===== src/hdl/tfn_pkg.sv =====
`timescale 1ns / 1ps
// ----------------------------------------------------------------------------
// tfn_pkg
// Shared widths and pipeline payload types for the face normal unit.
// ----------------------------------------------------------------------------
package tfn_pkg;

  localparam int CoordBits  = 16;
  localparam int NormFrac   = 14;
  localparam int OutBits    = 16;
  localparam int EdgeBits   = CoordBits + 1;            // 17
  localparam int CrossBits  = 2 * EdgeBits + 1;         // 35, signed
  localparam int MagBits    = CrossBits - 1;            // 34, unsigned magnitude
  localparam int SumBits    = 2 * MagBits + 2;          // 70
  localparam int LenBits    = SumBits / 2;              // 35
  localparam int NumBits    = MagBits + NormFrac + 1;   // 49
  localparam int SqrtSteps  = LenBits;                  // one result bit per cell
  localparam int DivSteps   = NormFrac + 2;             // quotient bits 15..0
  localparam int CfgBits    = 16;

  // payload carried from cell to cell
  typedef struct packed {
    logic [MagBits-1:0] mag_x;
    logic [MagBits-1:0] mag_y;
    logic [MagBits-1:0] mag_z;
    logic               neg_x;
    logic               neg_y;
    logic               neg_z;
    logic [SumBits-1:0] rem;     // square root remainder
    logic [LenBits-1:0] root;    // partial root
    logic [CfgBits-1:0] thr;     // threshold captured at entry
  } sqrt_word_t;

  typedef struct packed {
    logic [NumBits-1:0] num_x;
    logic [NumBits-1:0] num_y;
    logic [NumBits-1:0] num_z;
    logic [DivSteps-1:0] q_x;
    logic [DivSteps-1:0] q_y;
    logic [DivSteps-1:0] q_z;
    logic               neg_x;
    logic               neg_y;
    logic               neg_z;
    logic [LenBits-1:0] len;
    logic               degen;
  } div_word_t;

endpackage


===== src/hdl/tfn_sqrt_cell.sv =====
`timescale 1ns / 1ps
// ----------------------------------------------------------------------------
// tfn_sqrt_cell
// One restoring square root step; decides one root bit per cycle while en is high.
// ----------------------------------------------------------------------------
module tfn_sqrt_cell (
  input  logic                clk,
  input  logic                rst,
  input  logic                en,
  input  logic [5:0]          bit_pos,
  input  logic                in_valid,
  input  tfn_pkg::sqrt_word_t in_word,
  output logic                out_valid,
  output tfn_pkg::sqrt_word_t out_word
);

  logic [tfn_pkg::SumBits-1:0] trial;
  logic [tfn_pkg::SumBits-1:0] root_w;
  tfn_pkg::sqrt_word_t         word_next;

  // trial = (2*root + 2^p) * 2^p = (root << (p+1)) + (1 << 2p)
  always_comb begin
    root_w    = {{(tfn_pkg::SumBits - tfn_pkg::LenBits){1'b0}}, in_word.root};
    trial     = (root_w << ({1'b0, bit_pos} + 7'd1))
              | ({{(tfn_pkg::SumBits-1){1'b0}}, 1'b1} << ({1'b0, bit_pos} + {1'b0, bit_pos}));
    word_next = in_word;
    if (in_word.rem >= trial) begin
      word_next.rem  = in_word.rem - trial;
      word_next.root = in_word.root | ({{(tfn_pkg::LenBits-1){1'b0}}, 1'b1} << bit_pos);
    end
  end

  always_ff @(posedge clk) begin
    if (rst) begin
      out_valid <= 1'b0;
    end else if (en) begin
      out_valid <= in_valid;
    end
  end

  always_ff @(posedge clk) begin
    if (en) begin
      out_word <= word_next;
    end
  end

endmodule


===== config.mk =====
export PLATFORM = sky130hd
export DESIGN_NAME = tfn_sqrt_cell
export DESIGN_NICKNAME = d
export VERILOG_FILES = /design/src/hdl/tfn_pkg.sv /design/src/hdl/tfn_sqrt_cell.sv
export SDC_FILE = /design/constraint.sdc
export NUM_CORES = 1
export LEC_CHECK = 0
export ABC_AREA = 1
export BUFFER_PORTS_ARGS = -buffer_cell sky130_fd_sc_hd__buf_2
export CORE_UTILIZATION = 40
export CTS_BUF_LIST = sky130_fd_sc_hd__clkbuf_4 sky130_fd_sc_hd__clkbuf_8 sky130_fd_sc_hd__clkbuf_16
export CTS_CLUSTER_SIZE = 12
export DETAILED_ROUTE_END_ITERATION = 10
export PLACE_DENSITY = 0.7
export SETUP_SLACK_MARGIN = 0.1
export SLEW_MARGIN = 5
export SYNTH_ARGS = -nofsm -noshare
export SYNTH_HDL_FRONTEND = slang
export SYNTH_SLANG_ARGS = --single-unit

===== constraint.sdc =====
create_clock -name clk -period 6.5 [get_ports clk]
set_clock_uncertainty 0.1 [all_clocks]
set_input_delay 0.65 -clock clk [delete_from_list [all_inputs] [get_ports clk]]
set_output_delay 0.65 -clock clk [all_outputs]
set_load 0.005 [all_outputs]

==> flow_summary.json <==
{
  "p_leak_uw": 0.01091,
  "avgSynthCellArea_um2": 6.878,
  "hold_path.class": "primary input to flip-flop",
  "setup_viol": 0,
  "clk_pin_slew_ns": 0.06,
  "startpoint_type": "primary input",
  "hold_violations": 0,
  "vias": 19080,
  "crit_cells": 21,
  "worst_pin_slew_ns": 1.010,
  "nFillCells": 4533,
  "ys_seq_area_frac": 0.3893,
  "worstPathArrival_ns": 5.66,
  "ys_async_sr_fraction": 0,
  "status": "finished, final reports clean",
  "drt_wl_total_um": 79430,
  "viasPerCell": 5.315,
  "crit_fanout": 106,
  "synth.cell_area_um2": 17480,
  "syn-instance-count": 2542,
  "cts_resized": 0,
  "grt.total_usage": 0.3470,
  "placed_cell_area_um2": 20450,
  "drv_slew": 0,
  "ir_drop_uv": 196.8,
  "fin_setup_tns_ns": 0,
  "root_buffer": "clkbuf_16",
  "syn2layout_area_growth_pct": 22.06,
  "io_pins": 463,
  "drt.antenna.violating_nets": 0,
  "wl_per_cell_um": 22.13,
  "critPathKind": "primary input to flip-flop",
  "reg2reg_depth": 2,
  "synth-seq-cells": 227,
  "die_w_um": 211.1,
  "dieArea_um2": 44550,
  "path_common_cell": "nand2_1",
  "rows": 76,
  "cts_buffers": 26,
  "diodes": 0,
  "power_density_nw_per_um2": 264.4,
  "antenna_found_initial": 3,
  "min_period_over_period": 0.8203,
  "drv_cap": 0,
  "crit_path_top_delay_cell": "o21ai_0",
  "core_area_um2": 43080,
  "synth_edf_count": 226,
  "min_delay_path_depth": 2,
  "crit_buf_inv": 4,
  "port_buffers": 462,
  "cp_top_family": "simple AND/OR/NAND/NOR gates",
  "clock.fmax_ghz": 0.1875,
  "yosysWarnings": 0,
  "cts_tree": "done",
  "final_area_um2": 21340,
  "synth_nets": 2856,
  "die_h_um": 211.1,
  "post_cts_buffers": 0,
  "slew_headroom": 0.3265,
  "max_stage_delay_ns": 0.52,
  "grt_max_degree": 160,
  "rsz0062_at_grt": "false",
  "nets": 3298,
  "cp_data_required_time_ns": 6.83,
  "cts_max_path_buffers": 3,
  "worstSetupEndpointType": "flip-flop",
  "grt_pass1_wl_um": 113900,
  "cts_hold_repair.buffers": 0,
  "drive_above_1_share": 0.1858,
  "yosys.cell_types.count": 40,
  "drt_iter0_markers": 2132,
  "synth-main-ff-cell": "edfxtp_1",
  "crit_chain": "buf_2 > ha_1 > ha_1 > clkinv_1 > buf_4 > o21ai_0 > o211ai_1 > nand3_1 > nand2_1 > ha_1 > nand2_1 > nor2_1 > nand2_1 > nor3_1 > nand4_1 > nor2_1 > nor2_1 > nand2_4 > buf_12 > nand3_1 > nand2_1",
  "cts_sinks": 227,
  "initial_utilization": 0.4059,
  "grt.overflow.total": 0,
  "route.detailed.drc": 0,
  "insertion_delay_ns": 0.56,
  "gp_congestion": 1.010,
  "dp_hpwl_um": 65880,
  "grt_pass1_vias": 17930,
  "period_needed_ns": 5.332,
  "dr.pass1.iters": 6,
  "cts_max_level": 1
}
-- logic make-up (layout without fill, tap and decap cells) --
logic type | Yosys count | after routing | synth area share
DFF | 227 | 227 | 0.3893
adders and majority gates | 78 | 78 | 0.05625
buffers and inverters | 412 | 874 | 0.09267
AOI/OAI and AO/OA | 292 | 292 | 0.09296
xor gates and xnor gates | 38 | 38 | 0.01904
muxes | 4 | 4 | 0.002290
and+or+nand+nor | 1491 | 1491 | 0.3475
-- power by group --
| part | switching (uW) | total, uW | internal (uW) |
|---|---|---|---|
| Sequential | 55.6 | 1910 | 1850 |
| Combinational | 1500 | 2190 | 693 |
| Clock | 619 | 1550 | 928 |
| Total | 2170 | 5640 | 3470 |
-- through the flow --
step           std cells  total power (uW)  hold slack, ns  setup WS (ns)  utilization
6_report            3589              5641          0.1577          1.168       0.4954
4_1_cts             3589              5627          0.1425          1.345       0.4954
3_5_place_dp        3541              4077          0.3923         0.7812       0.4747
2_1_floorplan       2542              3182          0.3850          1.986            -
3_3_place_gp        3541              4076          0.3808         0.7668       0.4747
5_1_grt             3589              5922          0.1533         0.9264       0.4954
-- sequential cells by signal (all words and copies together) (netlist names) --
register / count
out_valid: 1
out_word: 226
-- metal layers --
metal,wire length (um),GRT usage,part of all wire,vias up
met5,31,0,0.00039,-
met4,2624,0.1127,0.033,4
met3,6155,0.04594,0.077,118
met2,36860,0.5793,0.46,904
met1,33760,0.4625,0.43,8939
li1,-,-,-,9111
-- placed cells by master (no fill, tap or decap), drive strengths merged --
cell and instances:
nand2 1026, buf 490, inv 333, edfxtp 226
nand3 215, nor2 181, o21ai 113, a21oi 109
ha 77, xor2 37, clkbuf 37, o211ai 28
nor3 21, nand4 19, a21o 18, nand3b 16
a31oi 10, clkinv 10, o21bai 8, nor4 7
mux2i 4, or2 4, bufinv 3, a31o 3
o22ai 2, and2 2, o31ai 1, xnor2 1
fa 1, clkinvlp 1, dfxtp 1
-- cell type report --
class,instances,area [um^2],share of cell area
multi-input combinational,1903,9067,0.4249
clock inverter,11,133.9,0.006273
tap,585,732.0,0.03430
inverter,336,1261,0.05910
timing repair buffer,490,2582,0.1210
sequential,227,6807,0.3189
clock buffer,37,757.0,0.03547
-- path summary, 6_finish.rpt --
kind / endpoint / from / slack, ns
setup / recovery: out_word[98] / bit_pos[1] / 1.17
hold / removal: out_valid / rst / 0.16
setup reg to reg: out_valid / out_valid / 5.80
hold reg to reg: out_valid / out_valid / 0.41
-- Yosys cell counts (all sizes together), types with 7 or more instances --
| library cell | count | area (um^2) |
|---|---|---|
| xor2 | 37 | 324.1 |
| nor3 | 21 | 120.1 |
| buf | 39 | 220.2 |
| o21ai | 113 | 565.5 |
| a31oi | 10 | 62.56 |
| o211ai | 28 | 210.2 |
| nor4 | 7 | 50.05 |
| a21oi | 109 | 545.5 |
| inv | 333 | 1250 |
| nand4 | 19 | 118.9 |
| edfxtp | 226 | 6787 |
| clkbuf | 37 | 138.9 |
| a21o | 18 | 135.1 |
| ha | 77 | 963.4 |
| nor2 | 181 | 686.9 |
| nand2 | 1026 | 3861 |
| nand3 | 215 | 1081 |
| nand3b | 16 | 120.1 |
| o21bai | 8 | 60.06 |
Power figures use the tool's default switching activity.
