## src/hdl/tfn_pkg.sv

```systemverilog
`timescale 1ns / 1ps
// ----------------------------------------------------------------------------
// tfn_pkg
// Shared widths and pipeline payload types for the face normal unit.
// ----------------------------------------------------------------------------
package tfn_pkg;

  localparam int CoordBits  = 16;
  localparam int NormFrac   = 14;
  localparam int OutBits    = 16;
  localparam int EdgeBits   = CoordBits + 1;            // 17
  localparam int CrossBits  = 2 * EdgeBits + 1;         // 35, signed
  localparam int MagBits    = CrossBits - 1;            // 34, unsigned magnitude
  localparam int SumBits    = 2 * MagBits + 2;          // 70
  localparam int LenBits    = SumBits / 2;              // 35
  localparam int NumBits    = MagBits + NormFrac + 1;   // 49
  localparam int SqrtSteps  = LenBits;                  // one result bit per cell
  localparam int DivSteps   = NormFrac + 2;             // quotient bits 15..0
  localparam int CfgBits    = 16;

  // payload carried from cell to cell
  typedef struct packed {
    logic [MagBits-1:0] mag_x;
    logic [MagBits-1:0] mag_y;
    logic [MagBits-1:0] mag_z;
    logic               neg_x;
    logic               neg_y;
    logic               neg_z;
    logic [SumBits-1:0] rem;     // square root remainder
    logic [LenBits-1:0] root;    // partial root
    logic [CfgBits-1:0] thr;     // threshold captured at entry
  } sqrt_word_t;

  typedef struct packed {
    logic [NumBits-1:0] num_x;
    logic [NumBits-1:0] num_y;
    logic [NumBits-1:0] num_z;
    logic [DivSteps-1:0] q_x;
    logic [DivSteps-1:0] q_y;
    logic [DivSteps-1:0] q_z;
    logic               neg_x;
    logic               neg_y;
    logic               neg_z;
    logic [LenBits-1:0] len;
    logic               degen;
  } div_word_t;

endpackage

```

## src/hdl/tfn_div_cell.sv

```systemverilog
`timescale 1ns / 1ps
// ----------------------------------------------------------------------------
// tfn_div_cell
// One restoring division step for all three components at one quotient bit.
// ----------------------------------------------------------------------------
module tfn_div_cell (
  input  logic               clk,
  input  logic               rst,
  input  logic               en,
  input  logic [4:0]         bit_pos,
  input  logic               in_valid,
  input  tfn_pkg::div_word_t in_word,
  output logic               out_valid,
  output tfn_pkg::div_word_t out_word
);

  localparam int W = tfn_pkg::NumBits + tfn_pkg::DivSteps;

  logic [W-1:0]        den_sh;
  tfn_pkg::div_word_t  word_next;

  // subtract len * 2^p from each numerator where it fits
  always_comb begin
    den_sh    = {{(W - tfn_pkg::LenBits){1'b0}}, in_word.len} << bit_pos;
    word_next = in_word;
    if ({{tfn_pkg::DivSteps{1'b0}}, in_word.num_x} >= den_sh) begin
      word_next.num_x = in_word.num_x - den_sh[tfn_pkg::NumBits-1:0];
      word_next.q_x[bit_pos[3:0]] = 1'b1;
    end
    if ({{tfn_pkg::DivSteps{1'b0}}, in_word.num_y} >= den_sh) begin
      word_next.num_y = in_word.num_y - den_sh[tfn_pkg::NumBits-1:0];
      word_next.q_y[bit_pos[3:0]] = 1'b1;
    end
    if ({{tfn_pkg::DivSteps{1'b0}}, in_word.num_z} >= den_sh) begin
      word_next.num_z = in_word.num_z - den_sh[tfn_pkg::NumBits-1:0];
      word_next.q_z[bit_pos[3:0]] = 1'b1;
    end
  end

  always_ff @(posedge clk) begin
    if (rst) begin
      out_valid <= 1'b0;
    end else if (en) begin
      out_valid <= in_valid;
    end
  end

  always_ff @(posedge clk) begin
    if (en) begin
      out_word <= word_next;
    end
  end

endmodule

```

## config.mk

```make
export PLATFORM = sky130hd
export DESIGN_NAME = tfn_div_cell
export DESIGN_NICKNAME = d
export VERILOG_FILES = /design/src/hdl/tfn_pkg.sv /design/src/hdl/tfn_div_cell.sv
export SDC_FILE = /design/constraint.sdc
export NUM_CORES = 1
export LEC_CHECK = 0
export BUFFER_PORTS_ARGS = -buffer_cell sky130_fd_sc_hd__buf_2
export CAP_MARGIN = 20
export CELL_PAD_IN_SITES_DETAIL_PLACEMENT = 1
export CELL_PAD_IN_SITES_GLOBAL_PLACEMENT = 1
export CORE_MARGIN = 2
export CORE_UTILIZATION = 45
export CTS_CLUSTER_SIZE = 16
export DETAILED_ROUTE_END_ITERATION = 7
export GPL_TIMING_DRIVEN = 0
export PLACE_DENSITY_LB_ADDON = 0.1
export SLEW_MARGIN = 0
export SYNTH_ARGS = -nofsm -noshare
export SYNTH_HDL_FRONTEND = slang
export SYNTH_SLANG_ARGS = --single-unit
```

## constraint.sdc

```tcl
create_clock -name clk -period 8.9 [get_ports clk]
set_input_delay 0.89 -clock clk [delete_from_list [all_inputs] [get_ports clk]]
set_output_delay 0.89 -clock clk [all_outputs]
set_load 0.03 [all_outputs]
```

==> results.md, run 1 <==
- H-tree levels: 1
- Count of final max-slew check failures: 0
- Die height: around 220 um
- Switching Fraction: 0.407
- Synth Warn #: 0
- Sink Count: 235
- Clk Latency, worst-skew pair: 0.57 ns
- CP Capture Type: register
- Cell area after synthesis: 20000 um^2
- Antenna-violating nets left: 0
- Synth Instances: about 2100
- Peak supply drop: roughly 0.16 mV
- Area delta synth->final: 20.4%
- CTS max path bufs: 3
- CTS Root Cell: clkbuf_16
- CTS Hold Bufs: 0
- NumNets Final: around 3000
- RePlAce Congestion: about 0.96
- Most frequent cells after synthesis: edfxtp_1, nand2_1, a21oi_1, ha_1, mux2_2
- Port bufs: between 400 and 500
- Congestion Overflow GR: 0
- WL final: 82900 um
- CP Launch Type: primary input
- Clock network fraction of total power: 0.254
- Pin count of the biggest net entering global routing: ~130
- I/O pin count: between 400 and 500
- Clk_skew: 0 ns
- Critical Path Stages: 22
- Post-synth cell types: 80
- Final Hold Vio Count: 0
- Vias in the first global route: a little over 20000
- Residual DRC count: 0
- Post-CTS setup buffers: 0
- Hold WC Path Type: primary input to register
- Area of the die: 46200 um^2
- Clock buffer count from CTS: 29
- Critical path's slowest cell: a21oi_1
- Pint: between 2 and 3 mW
- Setup Viol. Count Final: 0
- Via density: about 6.1
- CP startpoint: bit_pos[0]
- Outcome: finished clean
- Unrepaired setup endpoints after global routing: no
- CP most frequent cell: buf_2
- FF-to-FF Start: out_valid
- Post-synth ARST share: 0
- Synthesized Nets: around 2500
- Yosys top cell area share: 0.351
- Yosys top cell by area: edfxtp_1
- Leak: 10.2 nW
- P_sw: approximately 1.9 mW
- First-pass GRT wire length: about 120000 um
- Initial DRC count: 1248
- Drt wl/cell: 25.8 um
- Dpl hpwl: 65900 um
- Clock transition at the registers of the reported paths: around 0.06 ns
- Via count: about 20000
- Pwr/cell area: approximately 200 nW/um^2
- Max_cap viols: 0
- Initial antenna violation count: 5
- Post-synth top flop: edfxtp_1
- Layout cells sized above 1: 0.270
- Hold Startpoint: rst
- Seq/Total Area, Yosys: 0.352
- Post-synth EDFFs: 234
- Combinational share of power: 0.443
- Setup tns final: 0 ns
- Die X: around 220 um
- Crit path time final: ~8.4 ns
- Post-CTS sizing: 0
- Worst r2r path cells: 2
- Placed instance area: roughly 23000 um^2
- Synth Register Bits: 235
- Max-slew headroom: 0.205
- Crit path buf inv count: 7
- Placeable Area: 44100 um^2
- Avg Cell Area, Syn: 9.58 um^2
- Required @ worst endpoint: just over 9 ns
- Crit path largest cell delay: between 0.7 and 0.8 ns
- Total GRT Usage: 0.346
- Family with the most delay on the worst path: buffers and inverters
- Sequential power share: 0.304
- Ranking of synthesized cells by area: edfxtp_1, ha_1, mux2_2, a21oi_1, a21o_1
- WHS Path Cells: 2
- Most frequent cell after synthesis: edfxtp_1
- Pre-antenna DRT Iters: 5
- Site Rows: 77
- Worst EP arrival: between 8 and 9 ns
- CTS tree: built
- Design area: between 20000 and 25000 um^2
- CP cell instances: buf_2 > buf_2 > buf_1 > buf_2 > mux4_2 > nand2_1 > o21ai_0 > o21ai_0 > nor2_1 > a21oi_1 > ha_1 > clkbuf_1 > nand3_1 > or3_1 > nor3_1 > nand4_1 > nor4_1 > a221oi_1 > a21oi_1 > buf_4 > buf_4 > mux2_2
- Max Fanout on Critical Path: 10
- Kind of critical path: primary input to register
- Period utilisation layout: 0.948
- Max Clk Rate: approximately 0.12 GHz
- Worst slew pin tran: approximately 1.2 ns
- Initial core utilization: 0.454
-- metal layers --
metal  wire length [um]  up-vias  GRT usage  part of all wire
met5                  8        -          0          0.000096
met4               3660        2      0.139             0.044
met3               5060      190     0.0514             0.061
met2              40500      741      0.611              0.49
met1              33600     9629      0.424              0.41
li1                   -     8941          -                 -
-- final cells by class --
cell class	instances	area, um^2
Timing Repair Buffer	475	2410
Buffer	104	489
Multi-Input combinational cell	1693	12300
Sequential cell	235	7050
Antenna cell	4	10.0
Fill cell	5177	20000
Clock inverter	22	203
Clock buffer	30	729
Tap cell	592	741
Inverter	59	221
-- power by group through the flow --
stage          registers, mW  clock network [mW]  logic, mW
2_1_floorplan           1.73                   0       1.12
3_3_place_gp            1.46                   0       2.01
3_5_place_dp            1.46                   0       2.05
4_1_cts                 1.44                1.22       2.07
5_1_grt                 1.45                1.25       2.24
6_report                1.44                1.20       2.10
-- per-stage QoR --
| step | utilization | hold WS, ns | setup slack [ns] | power [mW] | cells |
|---|---|---|---|---|---|
| global placement | 0.525 | 0.472 | 0.123 | 3.47 | 3157 |
| finish | 0.547 | 0.475 | 0.465 | 4.74 | 3214 |
| global route | 0.547 | 0.466 | 0.363 | 4.94 | 3213 |
| floorplan | - | 0.630 | 2.99 | 2.85 | 2091 |
| CTS | 0.547 | 0.449 | 0.605 | 4.72 | 3210 |
| detailed placement | 0.525 | 0.500 | 0.0577 | 3.51 | 3158 |
-- sequential cells by signal, indices dropped and copies added (netlist names) --
| register | count |
|---|---|
| out_word | 234 |
| out_valid | 1 |
-- final timing paths --
kind,end,slack (ns)
setup / recovery,out_word[183],0.46
hold / removal,out_valid,0.47
setup reg to reg,out_valid,8.29
hold reg to reg,out_valid,0.53
-- cells by family after synthesis --
kind of cell	share of synthesized area
mux	0.120
fa+ha+maj	0.0948
xor+xnor	0.0573
flops	0.352
simple gates	0.132
buf+inv	0.0355
compound gates	0.209
-- layout by cell type (no fill, tap or decap), types with 31 or more instances in the layout --
cell type / instances
mux2_2: 124
a21o_1: 104
inv_1: 57
mux2_1: 31
nand4_1: 39
xor2_1: 45
edfxtp_1: 234
ha_1: 147
nor3_1: 36
o21bai_1: 43
buf_2: 488
o21ai_0: 120
clkbuf_1: 65
nor2_1: 117
xnor2_1: 86
nand2_1: 201
a21oi_1: 198
mux2i_1: 44
(Power assumes the default switching activity.)
==> run 2: changes to the inputs <==
--- a/config.mk
+++ b/config.mk
@@ -10,7 +10,7 @@
 export CELL_PAD_IN_SITES_DETAIL_PLACEMENT = 1
 export CELL_PAD_IN_SITES_GLOBAL_PLACEMENT = 1
 export CORE_MARGIN = 2
-export CORE_UTILIZATION = 45
+export CORE_UTILIZATION = 30
 export CTS_CLUSTER_SIZE = 16
 export DETAILED_ROUTE_END_ITERATION = 7
 export GPL_TIMING_DRIVEN = 0
==> run 2 against run 1 <==
Effect of this change:
- die area is 49% higher
- register-to-register slack better by 0.02 ns
- final cell count is 8.6% higher
- clock skew stayed put
- first-iteration DRC count is 15% lower
- sequential share of layout area is 0.52 points lower
- clock-buffer cell count is 6 higher
- worst hold slack worse by 0.018 ns
- clock power is 6% higher
==> results.md, run 2 (synthesis gave the netlist of run 1 again) <==
- Outcome: finished clean
- First-pass GRT wire length: 125000 um
- Crit path buf inv count: 7
- Residual DRC count: 0
- CP cell instances: buf_2 > buf_2 > buf_1 > buf_2 > mux4_2 > nand2_1 > o21ai_0 > o21ai_0 > nor2_1 > a21oi_1 > ha_1 > clkbuf_1 > nand3_1 > or3_1 > nor3_1 > nand4_1 > nor4_1 > a221oi_1 > a21oi_1 > buf_4 > buf_4 > mux2_2
- Drt wl/cell: about 24 um
- WL final: approximately 84000 um
- Hold WC Path Type: primary input to register
- DP Cell Count: roughly 3400
- Total GRT Usage: 0.237
- Area delta synth->final: 22.6%
- Die height: roughly 260 um
- I/O pin count: around 480
- Largest reg by FF count: out_word
- Sink Count: 235
- Most frequent cells in the layout: buf_2, edfxtp_1, nand2_1
- Largest regs: out_word (234), out_valid (1)
- Clk_skew: 0 ns
- Via count: between 15000 and 20000
- Worst slew pin tran: roughly 1.1 ns
- Congestion Overflow GR: 0
- Pwr/cell area: just under 200 nW/um^2
- RePlAce Congestion: 0.918
- Area of the die: between 60000 and 70000 um^2
- CP most frequent cell: buf_2
- End of the worst hold path: out_valid
- Post-CTS sizing: 0
- Initial antenna violation count: 4
- CP Launch Type: primary input
- Max_cap viols: 0
- CTS tree: built
- Setup Slack @ Placement: -0.377 ns
- Initial DRC count: between 1000 and 1500
- R2r endpoint: out_valid
- FF-to-FF Start: out_valid
- NumNets Final: between 2000 and 3000
- Placeable Area: approximately 66000 um^2
- Max reg flops: between 200 and 250
- Pre-antenna DRT Iters: 5
- Commonest non-fill, non-tap cell in the layout: buf_2
- Layout cells sized above 1: 0.270
- Setup Viol. Count Final: 0
- Crit path largest cell delay: 0.85 ns
- Worst r2r path cells: 2
- Max-slew headroom: 0.263
- Post-Layout Cell Count: about 3500
- Site Rows: 94
- Final Hold Vio Count: 0
- Peak supply drop: 0.143 mV
- Dpl hpwl: about 70000 um
- Vias in the first global route: just under 20000
- Antenna-violating nets left: 0
- Required @ worst endpoint: 9.23 ns
- Count of final max-slew check failures: 0
- Clock transition at the registers of the reported paths: 0.06 ns
- CTS Hold Bufs: 0
- CTS Root Cell: clkbuf_16
- Kind of critical path: primary input to register
- Unrepaired setup endpoints after global routing: no
- Pin count of the biggest net entering global routing: roughly 120
- CTS max path bufs: 3
- Fin worst setup slack: approximately 0.33 ns
- Crit path time final: 8.57 ns
- # fillers: around 7800
- Post-CTS setup buffers: 0
- CP Capture Type: register
- Die X: between 200 and 300 um
- Clock buffer count from CTS: 30
- Leak: ~10 nW
- Critical path's slowest cell: nor4_1
- Worst R2R Setup Slack: 8.31 ns
- Worst EP arrival: 8.90 ns
- Port bufs: between 400 and 500
- Max Fanout on Critical Path: 10
- Via density: between 5 and 6
- Max Clk Rate: 0.117 GHz
- Hold Startpoint: rst
- Family with the most delay on the worst path: buffers and inverters
- Period utilisation layout: 0.962
- H-tree levels: 1
- WHS Path Cells: 2
- Clk Latency, worst-skew pair: approximately 0.58 ns
- Critical Path Stages: 22
- Initial core utilization: 0.304
## run 2: layout make-up
type / count / area, um^2 / share of cell area
diodes: 3 / 7.51 / 0.000306
plain buffers: 104 / 489 / 0.0199
clock buffers: 36 / 795 / 0.0323
clock inverters: 19 / 205 / 0.00835
inverters: 59 / 221 / 0.00901
multi-input cells: 1693 / 12300 / 0.500
flip-flops and latches: 235 / 7050 / 0.287
well taps: 864 / 1080 / 0.0440
repair buffers: 477 / 2440 / 0.0995
## run 2: worst max path at each step
stage,from,endpoint
finish,bit_pos[0],out_word[183]
global route,bit_pos[0],out_word[183]
CTS,bit_pos[0],out_word[183]
detailed placement,bit_pos[0],out_word[183]
global placement,bit_pos[0],out_word[183]
floorplan,bit_pos[0],out_word[133]
## run 2: metal layers
layer / up-vias / wire length [um] / track usage
met3: 103 / 3820 / 0.0340
met2: 467 / 40800 / 0.412
met1: 9188 / 37300 / 0.305
met4: 2 / 2480 / 0.0702
li1: 8925 / - / -
met5: - / 13 / 0
## run 2: worst register-to-register path, cell delays in order, from the launching register on
cell and delay (ns):
dfxtp_1 0.30, mux2i_1 0.12, nor2_1 0.06
## run 2: where the power goes
part	switching, mW	internal [mW]	leakage, nW
sequential	0.0400	1.39	2.30
combinational	1.35	0.737	7.46
clock	0.521	0.748	0.485
total	1.91	2.88	10.2
## run 2: per-stage QoR
stage	hold WS (ns)	util	power (mW)	area, um^2	setup TNS, ns
after CTS	0.416	0.372	4.83	24600	0
final	0.457	0.372	4.79	24600	0
after detailed placement	0.493	0.357	3.53	23600	-4.97
after global routing	0.422	0.372	5.05	24600	0
after global placement	0.475	0.356	3.52	23500	-3.02
after floorplan	0.630	-	2.85	20000	0
==> run 3: changes to the inputs <==
--- a/config.mk
+++ b/config.mk
@@ -15,6 +15,7 @@
 export DETAILED_ROUTE_END_ITERATION = 7
 export GPL_TIMING_DRIVEN = 0
 export PLACE_DENSITY_LB_ADDON = 0.1
+export SKIP_CTS_REPAIR_TIMING = 1
 export SLEW_MARGIN = 0
 export SYNTH_ARGS = -nofsm -noshare
 export SYNTH_HDL_FRONTEND = slang
==> constraint.sdc (replaced) <==
create_clock -name clk -period 8.7 [get_ports clk]
set_input_delay 0.87 -clock clk [delete_from_list [all_inputs] [get_ports clk]]
set_output_delay 0.87 -clock clk [all_outputs]
set_load 0.03 [all_outputs]
==> run 3 against run 2 <==
Effect of this change:
- die area unchanged
- worst hold slack got worse by 0.020 ns
- register-to-register slack got worse by 0.20 ns
- cell area about the same
- largest cell class unchanged
- clock skew unchanged
==> results.md, run 3 (synthesis gave the netlist of run 1 again) <==
- Minimum hold slack: 0.436 ns
- Placed instance area: 23600 um^2
- Dpl hpwl: between 70000 and 80000 um
- Setup Viol. Count Final: 0
- Clock transition at the registers of the reported paths: ~0.06 ns
- Worst slew pin tran: about 1.1 ns
- Congestion Overflow GR: 0
- Initial core utilization: 0.304
- Sink Count: about 240
- Layout cells sized above 1: 0.271
- Kind of critical path: primary input to register
- Placeable Area: approximately 66000 um^2
- Crit path time final: between 8 and 9 ns
- Largest reg by FF count: out_word
- Worst EP arrival: between 8 and 9 ns
- I/O pin count: about 480
- Pin count of the biggest net entering global routing: between 100 and 150
- CP most frequent cell: buf_2
- CTS tree: built
- Critical path's slowest cell: a21oi_1
- CP startpoint: bit_pos[0]
- Pwr/cell area: between 150 and 200 nW/um^2
- Port bufs: between 400 and 500
- Antenna-violating nets left: 0
- Max-slew headroom: 0.263
- First-pass GRT wire length: 125000 um
- Max_cap viols: 0
- Vias in the first global route: between 15000 and 20000
- Residual DRC count: 0
- # fillers: 7758
- Commonest non-fill, non-tap cell in the layout: buf_2
- Required @ worst endpoint: roughly 9.0 ns
- Hold WC Path Type: primary input to register
- CTS max path bufs: 3
- Drt wl/cell: around 24 um
- Initial antenna violation count: 4
- Via count: 18700
- NumNets Final: 2993
- CP Capture Type: register
- Max Clk Rate: 0.122 GHz
- H-tree levels: 1
- Leak: a little over 10 nW
- FF-to-FF Start: out_valid
- Outcome: finished clean
- Max reg flops: roughly 230
- Crit path largest cell delay: around 0.73 ns
- Via density: ~5.4
- Initial DRC count: ~1100
- Final Hold Vio Count: 0
- Die height: 262 um
- Max Fanout on Critical Path: 10
- Design area: between 20000 and 25000 um^2
- Die X: roughly 260 um
- Total GRT Usage: 0.237
- Largest regs: out_word (234), out_valid (1)
- Most frequent cells in the layout: buf_2, edfxtp_1, nand2_1
- Unrepaired setup endpoints after global routing: no
- Area occupied by multi-input gates: ~12000 um^2
- Hold Startpoint: rst
- Clock buffer count from CTS: 30
- Pre-antenna DRT Iters: 5
- CP Launch Type: primary input
- RePlAce Congestion: 0.918
- Register area: slightly above 7000 um^2
- Count of final max-slew check failures: 0
- Period utilisation layout: 0.942
- Site Rows: between 90 and 100
- CP cell instances: buf_2 > buf_2 > buf_1 > buf_2 > mux4_2 > nand2_1 > o21ai_0 > o21ai_0 > nor2_1 > a21oi_1 > ha_1 > clkbuf_1 > nand3_1 > or3_1 > nor3_1 > nand4_1 > nor4_2 > a221oi_1 > a21oi_1 > buf_4 > buf_4 > mux2_2
- Clk Latency, worst-skew pair: slightly below 0.6 ns
- Peak supply drop: 0.146 mV
- WL final: 84500 um
- Clk_skew: 0 ns
- CTS Root Cell: clkbuf_16
- Area of the die: 68900 um^2
- Area delta synth->final: 22.7%
run 3: cell counts in the layout (fill, tap and decap cells not counted):
Identical to the previous run, type by type.
run 3: path summary, 6_finish.rpt:
check | end | slack (ns) | cells after the start
setup / recovery | out_word[183] | 0.50 | 22
hold / removal | out_valid | 0.44 | 2
hold reg to reg | out_valid | 0.50 | 2
setup reg to reg | out_valid | 8.11 | 2
run 3: metrics by stage:
step           std cells  worst slack (ns)  setup TNS [ns]  utilization  power [mW]
2_1_floorplan       2091              2.81               0            -        2.91
3_3_place_gp        3429            -0.514          -10.39        0.356        3.60
3_5_place_dp        3431            -0.557          -13.51        0.357        3.61
4_1_cts             3486            0.0830               0        0.372        4.94
5_1_grt             3489             0.202               0        0.372        5.16
6_report            3490             0.503               0        0.372        4.90
run 3: layout make-up:
| cell class | instances | share of cell area |
|---|---|---|
| Tap cell | 864 | 0.0440 |
| Clock buffer | 36 | 0.0323 |
| Multi-Input combinational cell | 1693 | 0.500 |
| Clock inverter | 19 | 0.00835 |
| Antenna cell | 3 | 0.000305 |
| Sequential cell | 235 | 0.287 |
| Buffer | 104 | 0.0199 |
| Inverter | 59 | 0.00901 |
| Timing Repair Buffer | 477 | 0.0995 |
run 3: critical path, delay by kind of cell:
kind	cells	cell delay, ns
fa+ha+maj	1	0.23
mux	2	1.00
compound gates	5	1.94
buf+inv	7	2.51
simple gates	7	1.93
run 3: layer usage:
metal  GRT usage  wire length [um]  up-vias
li1            -                 -     8923
met1       0.305             37300     9179
met2       0.412             40800      473
met3      0.0340              3830      103
met4      0.0702              2470        2
met5           0                13        -
run 3: power by group:
| group | internal, mW | switching, mW |
|---|---|---|
| combinational | 0.754 | 1.38 |
| sequential | 1.42 | 0.0409 |
| clock | 0.765 | 0.533 |
| total | 2.94 | 1.95 |
